$ cat src/rtl/sha_pkg.sv
// sha_pkg: constants and round functions for the sha-256 stream hasher
// no dependencies
package sha_pkg;

   localparam int WordWidth   = 32;
   localparam int BlockWords  = 16;
   localparam int ChainWords  = 8;
   localparam int Rounds      = 64;
   localparam logic [7:0] PadMark = 8'h80;
   localparam logic [5:0] LenPos  = 6'd56;

   function automatic logic [31:0] init_h(input logic [2:0] idx);
      logic [31:0] r;
      case (idx)
         3'd0: r = 32'h6a09e667;
         3'd1: r = 32'hbb67ae85;
         3'd2: r = 32'h3c6ef372;
         3'd3: r = 32'ha54ff53a;
         3'd4: r = 32'h510e527f;
         3'd5: r = 32'h9b05688c;
         3'd6: r = 32'h1f83d9ab;
         default: r = 32'h5be0cd19;
      endcase
      return r;
   endfunction

   function automatic logic [31:0] round_k(input logic [5:0] t);
      logic [31:0] k [64];
      k = '{
         32'h428a2f98, 32'h71374491, 32'hb5c0fbcf, 32'he9b5dba5, 32'h3956c25b, 32'h59f111f1,
         32'h923f82a4, 32'hab1c5ed5, 32'hd807aa98, 32'h12835b01, 32'h243185be, 32'h550c7dc3,
         32'h72be5d74, 32'h80deb1fe, 32'h9bdc06a7, 32'hc19bf174, 32'he49b69c1, 32'hefbe4786,
         32'h0fc19dc6, 32'h240ca1cc, 32'h2de92c6f, 32'h4a7484aa, 32'h5cb0a9dc, 32'h76f988da,
         32'h983e5152, 32'ha831c66d, 32'hb00327c8, 32'hbf597fc7, 32'hc6e00bf3, 32'hd5a79147,
         32'h06ca6351, 32'h14292967, 32'h27b70a85, 32'h2e1b2138, 32'h4d2c6dfc, 32'h53380d13,
         32'h650a7354, 32'h766a0abb, 32'h81c2c92e, 32'h92722c85, 32'ha2bfe8a1, 32'ha81a664b,
         32'hc24b8b70, 32'hc76c51a3, 32'hd192e819, 32'hd6990624, 32'hf40e3585, 32'h106aa070,
         32'h19a4c116, 32'h1e376c08, 32'h2748774c, 32'h34b0bcb5, 32'h391c0cb3, 32'h4ed8aa4a,
         32'h5b9cca4f, 32'h682e6ff3, 32'h748f82ee, 32'h78a5636f, 32'h84c87814, 32'h8cc70208,
         32'h90befffa, 32'ha4506ceb, 32'hbef9a3f7, 32'hc67178f2};
      return k[t];
   endfunction

   function automatic logic [31:0] rotr(input logic [31:0] x, input int n);
      return (x >> n) | (x << (32 - n));
   endfunction

   typedef struct packed {
      logic start;
      logic busy;
   } cmp_ctl_type;

endpackage

$ cat src/rtl/sha256_stream_hasher.sv
// sha256_stream_hasher: byte stream in, sha-256 digest words out
// depends on sha_pkg and sha_compress
//
// usage: send message bytes on req_ (tdata[7:0] byte, tuser[0] byte valid,
// tlast ends the message). an item with tuser[0] low carries no byte; with
// tlast high it still closes the message. every byte is shifted into the
// block register; every 64th byte starts a 64-round
// compression, and req_tready stays low until it has finished and its
// result is folded into the chain. on tlast the block unit feeds padding
// bytes one per cycle, pausing while each of one or two more compressions
// runs, then gives eight digest words on rsp_ (tdata = word, tuser = index,
// tlast on index 7), one per cycle when rsp_tready is high. a stalled
// receiver holds the current word; no request is taken until all eight
// are delivered. throughput: one byte per cycle, taken only in the idle
// state. reset loads the initial hash values and clears counts and
// control; the block is ready once reset has set the idle state.
module sha256_stream_hasher (
   input  logic        clock,
   input  logic        reset,
   input  logic        req_tvalid,
   output logic        req_tready,
   input  logic [7:0]  req_tdata,   // data_byte
   input  logic        req_tuser,   // byte_valid
   input  logic        req_tlast,   // is_last
   output logic        rsp_tvalid,
   input  logic        rsp_tready,
   output logic [31:0] rsp_tdata,   // digest_word
   output logic [2:0]  rsp_tuser,   // word_index
   output logic        rsp_tlast    // last_word
);
   typedef enum logic [4:0] {
      ST_IDLE = 5'b00001, ST_COMP = 5'b00010, ST_PAD = 5'b00100,
      ST_PCMP = 5'b01000, ST_OUT  = 5'b10000
   } state_type;

   state_type    st_ff, st_in;
   logic [511:0] blk_ff, blk_in;
   logic [255:0] h_ff, h_in;
   logic [5:0]   cnt_ff, cnt_in;
   logic [63:0]  len_ff, len_in;
   logic         fits_ff, fits_in;
   logic [2:0]   oidx_ff, oidx_in;
   logic         padded_ff, padded_in;
   logic         start;
   logic         cbusy, cdone;
   logic [255:0] csum, hinit;
   logic [7:0]   pbyte;
   sha_pkg::cmp_ctl_type ctl;
   logic [511:0] blk_words;

   always_comb begin
      for (int i = 0; i < 8; i++) hinit[i*32 +: 32] = sha_pkg::init_h(3'(i));
      // word 0 is the first 4 bytes shifted in, at the top of the block that includes
      // the byte going in this cycle
      for (int i = 0; i < 16; i++) blk_words[i*32 +: 32] = blk_in[(15-i)*32 +: 32];
   end

   assign req_tready = (st_ff == ST_IDLE);
   assign start = ctl.start;

   always_comb begin
      // padding byte: mark, zeros, then length big-endian in the block it fits in
      if (!padded_ff) pbyte = sha_pkg::PadMark;
      else if (fits_ff && cnt_ff >= sha_pkg::LenPos)
         pbyte = len_ff[(7 - cnt_ff[2:0])*8 +: 8];
      else pbyte = 8'h00;
   end

   always_comb begin
      st_in = st_ff; blk_in = blk_ff; h_in = h_ff; cnt_in = cnt_ff;
      len_in = len_ff; fits_in = fits_ff; oidx_in = oidx_ff;
      padded_in = padded_ff; ctl = '0; ctl.busy = cbusy;
      unique case (st_ff)
         ST_IDLE: begin
            if (req_tvalid) begin
               if (req_tuser) begin
                  blk_in = {blk_ff[503:0], req_tdata};
                  cnt_in = cnt_ff + 6'd1;
                  len_in = len_ff + 64'd8;
               end
               padded_in = 1'b0;
               fits_in = 1'b0;
               if (req_tuser && cnt_ff == 6'd63) begin
                  ctl.start = 1'b1;
                  st_in = req_tlast ? ST_PCMP : ST_COMP;
               end else if (req_tlast) st_in = ST_PAD;
            end
         end
         ST_COMP: if (cdone) begin h_in = csum; st_in = ST_IDLE; end
         ST_PAD: begin
            blk_in = {blk_ff[503:0], pbyte};
            cnt_in = cnt_ff + 6'd1;
            padded_in = 1'b1;
            // length field fits behind the mark in this block
            if (!padded_ff && cnt_ff < sha_pkg::LenPos) fits_in = 1'b1;
            if (cnt_ff == 6'd63) begin
               ctl.start = 1'b1; st_in = ST_PCMP;
            end
         end
         ST_PCMP: if (cdone) begin
            h_in = csum;
            // done once the length field went out
            if (fits_ff && cnt_ff == 6'd0) begin
               st_in = ST_OUT; oidx_in = '0;
            end else begin
               if (padded_ff) fits_in = 1'b1;
               st_in = ST_PAD;
            end
         end
         ST_OUT: if (rsp_tready) begin
            oidx_in = oidx_ff + 3'd1;
            if (oidx_ff == 3'd7) begin
               st_in = ST_IDLE; h_in = hinit; len_in = '0; cnt_in = '0;
            end
         end
         default: st_in = ST_IDLE;
      endcase
   end

   always_ff @(posedge clock) begin
      blk_ff <= blk_in;
      if (reset) begin
         st_ff <= ST_IDLE; h_ff <= hinit; cnt_ff <= '0; len_ff <= '0;
         oidx_ff <= '0; padded_ff <= 1'b0; fits_ff <= 1'b0;
      end else begin
         st_ff <= st_in; h_ff <= h_in; cnt_ff <= cnt_in; len_ff <= len_in;
         oidx_ff <= oidx_in; padded_ff <= padded_in; fits_ff <= fits_in;
      end
   end

   sha_compress u_cmp (
      .clock(clock), .reset(reset), .start(start), .block(blk_words),
      .chain(h_ff), .busy(cbusy), .done(cdone), .sum(csum)
   );

   assign rsp_tvalid = (st_ff == ST_OUT);
   assign rsp_tdata  = h_ff[oidx_ff*32 +: 32];
   assign rsp_tuser  = oidx_ff;
   assign rsp_tlast  = (oidx_ff == 3'd7);

   a_ready_idle: assert property (@(posedge clock) disable iff (reset)
      cbusy |-> !req_tready) else $error("request taken during compression");
   a_out_hold: assert property (@(posedge clock) disable iff (reset)
      rsp_tvalid && !rsp_tready |=> rsp_tvalid && $stable(rsp_tuser))
      else $error("digest word dropped");
   a_start_free: assert property (@(posedge clock) disable iff (reset)
      ctl.start |-> !ctl.busy) else $error("compression restarted while busy");
endmodule

$ cat src/rtl/sha_compress.sv
// sha_compress: one sha-256 round per cycle over a 16-word rolling schedule
// depends on sha_pkg
module sha_compress (
   input  logic                     clock,
   input  logic                     reset,
   input  logic                     start,
   input  logic [16*32-1:0]         block,
   input  logic [8*32-1:0]          chain,
   output logic                     busy,
   output logic                     done,
   output logic [8*32-1:0]          sum
);
   logic [31:0] w_ff [16];
   logic [31:0] w_in [16];
   logic [31:0] v_ff [8];
   logic [31:0] v_in [8];
   logic [5:0]  t_ff, t_in;
   logic        busy_ff, busy_in, done_ff, done_in;
   logic [31:0] s0, s1, wn, big0, big1, ch, maj, tmp1, tmp2;

   always_comb begin
      s0 = sha_pkg::rotr(w_ff[1], 7) ^ sha_pkg::rotr(w_ff[1], 18) ^ (w_ff[1] >> 3);
      s1 = sha_pkg::rotr(w_ff[14], 17) ^ sha_pkg::rotr(w_ff[14], 19) ^ (w_ff[14] >> 10);
      wn = s1 + w_ff[9] + s0 + w_ff[0];
      big1 = sha_pkg::rotr(v_ff[4], 6) ^ sha_pkg::rotr(v_ff[4], 11) ^ sha_pkg::rotr(v_ff[4], 25);
      ch = (v_ff[4] & v_ff[5]) ^ (~v_ff[4] & v_ff[6]);
      tmp1 = v_ff[7] + big1 + ch + sha_pkg::round_k(t_ff) + w_ff[0];
      big0 = sha_pkg::rotr(v_ff[0], 2) ^ sha_pkg::rotr(v_ff[0], 13) ^ sha_pkg::rotr(v_ff[0], 22);
      maj = (v_ff[0] & v_ff[1]) ^ (v_ff[0] & v_ff[2]) ^ (v_ff[1] & v_ff[2]);
      tmp2 = big0 + maj;
      w_in = w_ff; v_in = v_ff;
      t_in = t_ff; busy_in = busy_ff; done_in = 1'b0;
      if (start) begin
         for (int i = 0; i < 16; i++) w_in[i] = block[i*32 +: 32];
         for (int i = 0; i < 8; i++)  v_in[i] = chain[i*32 +: 32];
         t_in = '0; busy_in = 1'b1;
      end else if (busy_ff) begin
         // schedule window slides by one word each round
         for (int i = 0; i < 15; i++) w_in[i] = w_ff[i+1];
         w_in[15] = wn;
         v_in[7] = v_ff[6]; v_in[6] = v_ff[5]; v_in[5] = v_ff[4];
         v_in[4] = v_ff[3] + tmp1;
         v_in[3] = v_ff[2]; v_in[2] = v_ff[1]; v_in[1] = v_ff[0];
         v_in[0] = tmp1 + tmp2;
         t_in = t_ff + 6'd1;
         if (t_ff == 6'd63) begin
            busy_in = 1'b0; done_in = 1'b1;
         end
      end
   end

   always_ff @(posedge clock) begin
      w_ff <= w_in;
      v_ff <= v_in;
      t_ff <= t_in;
      if (reset) begin
         busy_ff <= 1'b0; done_ff <= 1'b0;
      end else begin
         busy_ff <= busy_in; done_ff <= done_in;
      end
   end

   always_comb begin
      for (int i = 0; i < 8; i++) sum[i*32 +: 32] = chain[i*32 +: 32] + v_ff[i];
   end
   assign busy = busy_ff;
   assign done = done_ff;
endmodule

$ cat config.mk
export PLATFORM = sky130hd
export DESIGN_NAME = sha256_stream_hasher
export DESIGN_NICKNAME = d
export VERILOG_FILES = /design/src/rtl/sha_pkg.sv /design/src/rtl/sha256_stream_hasher.sv /design/src/rtl/sha_compress.sv
export SDC_FILE = /design/constraint.sdc
export NUM_CORES = 2
export LEC_CHECK = 0
export BUFFER_PORTS_ARGS = -buffer_cell sky130_fd_sc_hd__buf_2
export CORE_ASPECT_RATIO = 1.5
export CORE_UTILIZATION = 60
export CTS_CLUSTER_SIZE = 16
export DETAILED_ROUTE_END_ITERATION = 8
export PLACE_DENSITY_LB_ADDON = 0.2
export SLEW_MARGIN = 20
export SYNTH_ARGS = -nofsm -noshare
export SYNTH_HDL_FRONTEND = slang
export SYNTH_SLANG_ARGS = --single-unit
$ cat constraint.sdc
create_clock -name clock -period 23.8 [get_ports clock]
set_input_delay 4.76 -clock clock [delete_from_list [all_inputs] [get_ports clock]]
set_output_delay 4.76 -clock clock [all_outputs]
set_load 0.005 [all_outputs]
==> impl_metrics.tcl <==
set metrics [dict create \
    cts_hold_buf 0 \
    crit_arrival_ns 12.09 \
    clk_pin_slew_ns 0.07 \
    r2r-start "u_cmp.t_ff[0]$_SDFFE_PP0P_" \
    dieArea_um2 153000 \
    finalCriticalPeriod_ns 11.55 \
    ir_worst_vdd_uv 68.1 \
    yosysSeqAreaShare 0.442 \
    drtAntennaViolNets 0 \
    worstHoldEndpoint "blk_ff[326]$_DFF_P_" \
    min_path_type "reg -> reg" \
    drc_errors 0 \
    fin_skew_ns 0.0559 \
    die_y_um 478 \
    setup_tns_ns 0 \
    first_pass_iters 6 \
    syn-num-nets 10200 \
    relSlewSlack 0.161 \
    yosysUniqueCellTypes 86 \
    syn-cell-area_um2 90800 \
    synthTopCellsByArea "edfxtp_1 25%, dfxtp_1 19%, nand2_1 11%" \
    clock_sinks 1621 \
    cts-resized-gates 0 \
    placed_cells 11100 \
    ys.flop_type "dfxtp_1" \
    root_buffer "clkbuf_16" \
    htree_num_levels 4 \
    placed_cell_area_um2 92500 \
    drv_slew 0 \
    ff2ff_path_depth 40 \
    timing.fmax_mhz 86.6 \
    yosys-top-cells-count "2,562 x nand2_1, 853 x dfxtp_1, 768 x edfxtp_1" \
    synth_most_common_cell "nand2_1" \
    holdWs_ns 0.435 \
    power_density_nw_per_um2 61.0 \
    postSynthCellCount 9553 \
    antenna_found_initial 12 \
    yosysTopAreaCellShare 0.254 \
    ys_ff_latch 1621 \
    slowest_delay_ns 0.74 \
    crit_path_end_kind "flop" \
    startpoint_type "flop" \
    numCtsBuffers 153 \
    hold_viol 0 \
    cp.required_ns 24.34 \
    rrSetupSlack_ns 12.25 \
    grt_usage 0.373 \
    wl_per_cell_um 25.2 \
    grt_pass1_vias 69800 \
    fin_area_um2 97600 \
    cap_violations 0 \
    drt_iter0_markers 5985 \
    grt_overflow 0 \
    clockBufferDepth 3 \
    preCtsSetupSlack_ns 12.52 \
    tightest_slew_ns 1.26 \
    path_common_cell "fa_1" \
    crit_fanout 32 \
    hpwl_um 209000 \
    final_cells 11400 \
    holdCritStartpoint "blk_ff[318]$_DFF_P_" \
    drt_wl_total_um 288000 \
    synthArstFlopShare 0 \
    post_cts.repair.setup_buffers 0 \
    yosys.area.top_type "edfxtp_1" \
    finalSetupViolCount 0 \
    clk_latency_ns 0.83 \
    whs_path_depth 2 \
    final_layout_size_suffix_gt1_frac 0.109 \
    areaGrowthSynthToFinish_pct 7.53 \
    crit_type "reg -> reg" \
    grt_start_max_net_pins 213 \
    r2r-end "u_cmp.v_ff[255]$_DFFE_PP_" \
    rsz0062_at_grt "false" \
    cp_slowest_cell "a311oi_1" \
    port_buffers 51 \
    rows 174 \
    gp_congestion 1.03 \
    initial_core_util 0.605 \
    period_share 0.485 \
    nNetsFinal 9969 \
    grt_pass1_wl_um 427000 \
    p_leak_nw 37.0 \
    fin_ws_ns 12.25 \
    syn_avg_cell_area_um2 9.50 \
    viasPerCell 6.13 \
    ys_warn_count 0 \
    cts_tree "built" \
    synth_edf_count 768 \
    status "complete, no violations" \
    die_w_um 320 \
    coreArea_um2 150000 \
    ios 52 \
    vias 70100 \
]
layout make-up:
type                    count  area (µm²)
diodes                      6        15.0
clock buffers             225        4430
clock inverters            62         696
fillers                 12100       52400
inverters                 362        1360
multi-input cells        7080       47500
flip-flops and latches   1621       40200
well taps                1936        2420
repair buffers            145        1030
worst max-delay path by stage:
stage | startpoint | endpoint | slack (ns) | cells after the start
2_1_floorplan | req_tvalid | u_cmp.v_ff[0]$_DFFE_PP_ | 7.85 | 9
6_report | u_cmp.t_ff[0]$_SDFFE_PP0P_ | u_cmp.v_ff[255]$_DFFE_PP_ | 12.25 | 40
3_3_place_gp | u_cmp.t_ff[0]$_SDFFE_PP0P_ | u_cmp.v_ff[255]$_DFFE_PP_ | 12.58 | 40
3_5_place_dp | u_cmp.t_ff[0]$_SDFFE_PP0P_ | u_cmp.v_ff[255]$_DFFE_PP_ | 12.52 | 40
4_1_cts | u_cmp.t_ff[0]$_SDFFE_PP0P_ | u_cmp.v_ff[255]$_DFFE_PP_ | 12.51 | 40
5_1_grt | u_cmp.t_ff[0]$_SDFFE_PP0P_ | u_cmp.v_ff[253]$_DFFE_PP_ | 11.87 | 37
placed cells by master, fill, tap and decap left out, types with 38 or more instances in the layout:
cell	instances
buf_4	89
or3_1	45
and3_1	50
clkbuf_16	157
fa_1	195
nand3_1	108
o21ai_0	441
a21o_1	190
nand2_1	2557
edfxtp_1	768
a21oi_1	474
dfxtp_1	846
o21a_1	58
buf_2	50
mux2i_1	48
nor2_1	452
nor2b_1	47
inv_1	356
mux2_2	521
xnor2_1	378
nor3_1	69
clkbuf_1	43
a22oi_1	65
ha_1	397
mux4_2	82
a211oi_1	48
nand2b_1	68
xor2_1	226
o211ai_1	44
nand4_1	38
o22ai_1	87
registers in the layout (all words and copies together), names as in the netlist:
name        count
len_ff         61
u_cmp.w_ff    512
fits_ff         1
rsp_tuser       3
u_cmp.done      1
padded_ff       1
cnt_ff          6
u_cmp.t_ff      6
st_ff           5
u_cmp.v_ff    256
u_cmp.busy      1
h_ff          256
blk_ff        512
per-layer routing:
metal | track usage | share of wire | vias to the layer above
li1 | - | - | 32600
met1 | 0.393 | 0.34 | 33900
met2 | 0.658 | 0.51 | 2626
met3 | 0.0532 | 0.056 | 922
met4 | 0.307 | 0.095 | 8
met5 | 0 | 0.00017 | -
per-stage QoR:
stage / utilization / total power, W
after global routing: 0.651 / 0.00614
after floorplan: - / 0.00339
after CTS: 0.651 / 0.00599
after global placement: 0.616 / 0.00349
after detailed placement: 0.616 / 0.00351
final: 0.651 / 0.00596
kinds of logic after synthesis:
group	count (synthesis)	share of synthesized area
mux	651	0.0903
compound gates	1698	0.117
fa+ha+maj	595	0.0980
xor+xnor	605	0.0585
flops	1621	0.442
simple gates	3531	0.159
buf+inv	852	0.0356
report_power, final:
group          internal (W)  switching (W)  leakage [nW]
clock               0.00137        0.00114          2.48
combinational     0.0000760       0.000324          22.4
sequential          0.00299      0.0000551          12.2
total               0.00444        0.00152          37.0
critical path, delay by kind of cell (launching register included):
family / cells / cell delay (ns)
AND/OR/NAND/NOR: 8 / 1.53
XOR/XNOR: 3 / 0.55
flip-flops: 1 / 0.31
buffers and inverters: 6 / 1.22
adder cells (fa/ha/maj): 8 / 3.63
AO/OA/AOI/OAI: 15 / 4.00
Note: power is estimated with default switching activity, not from simulation.
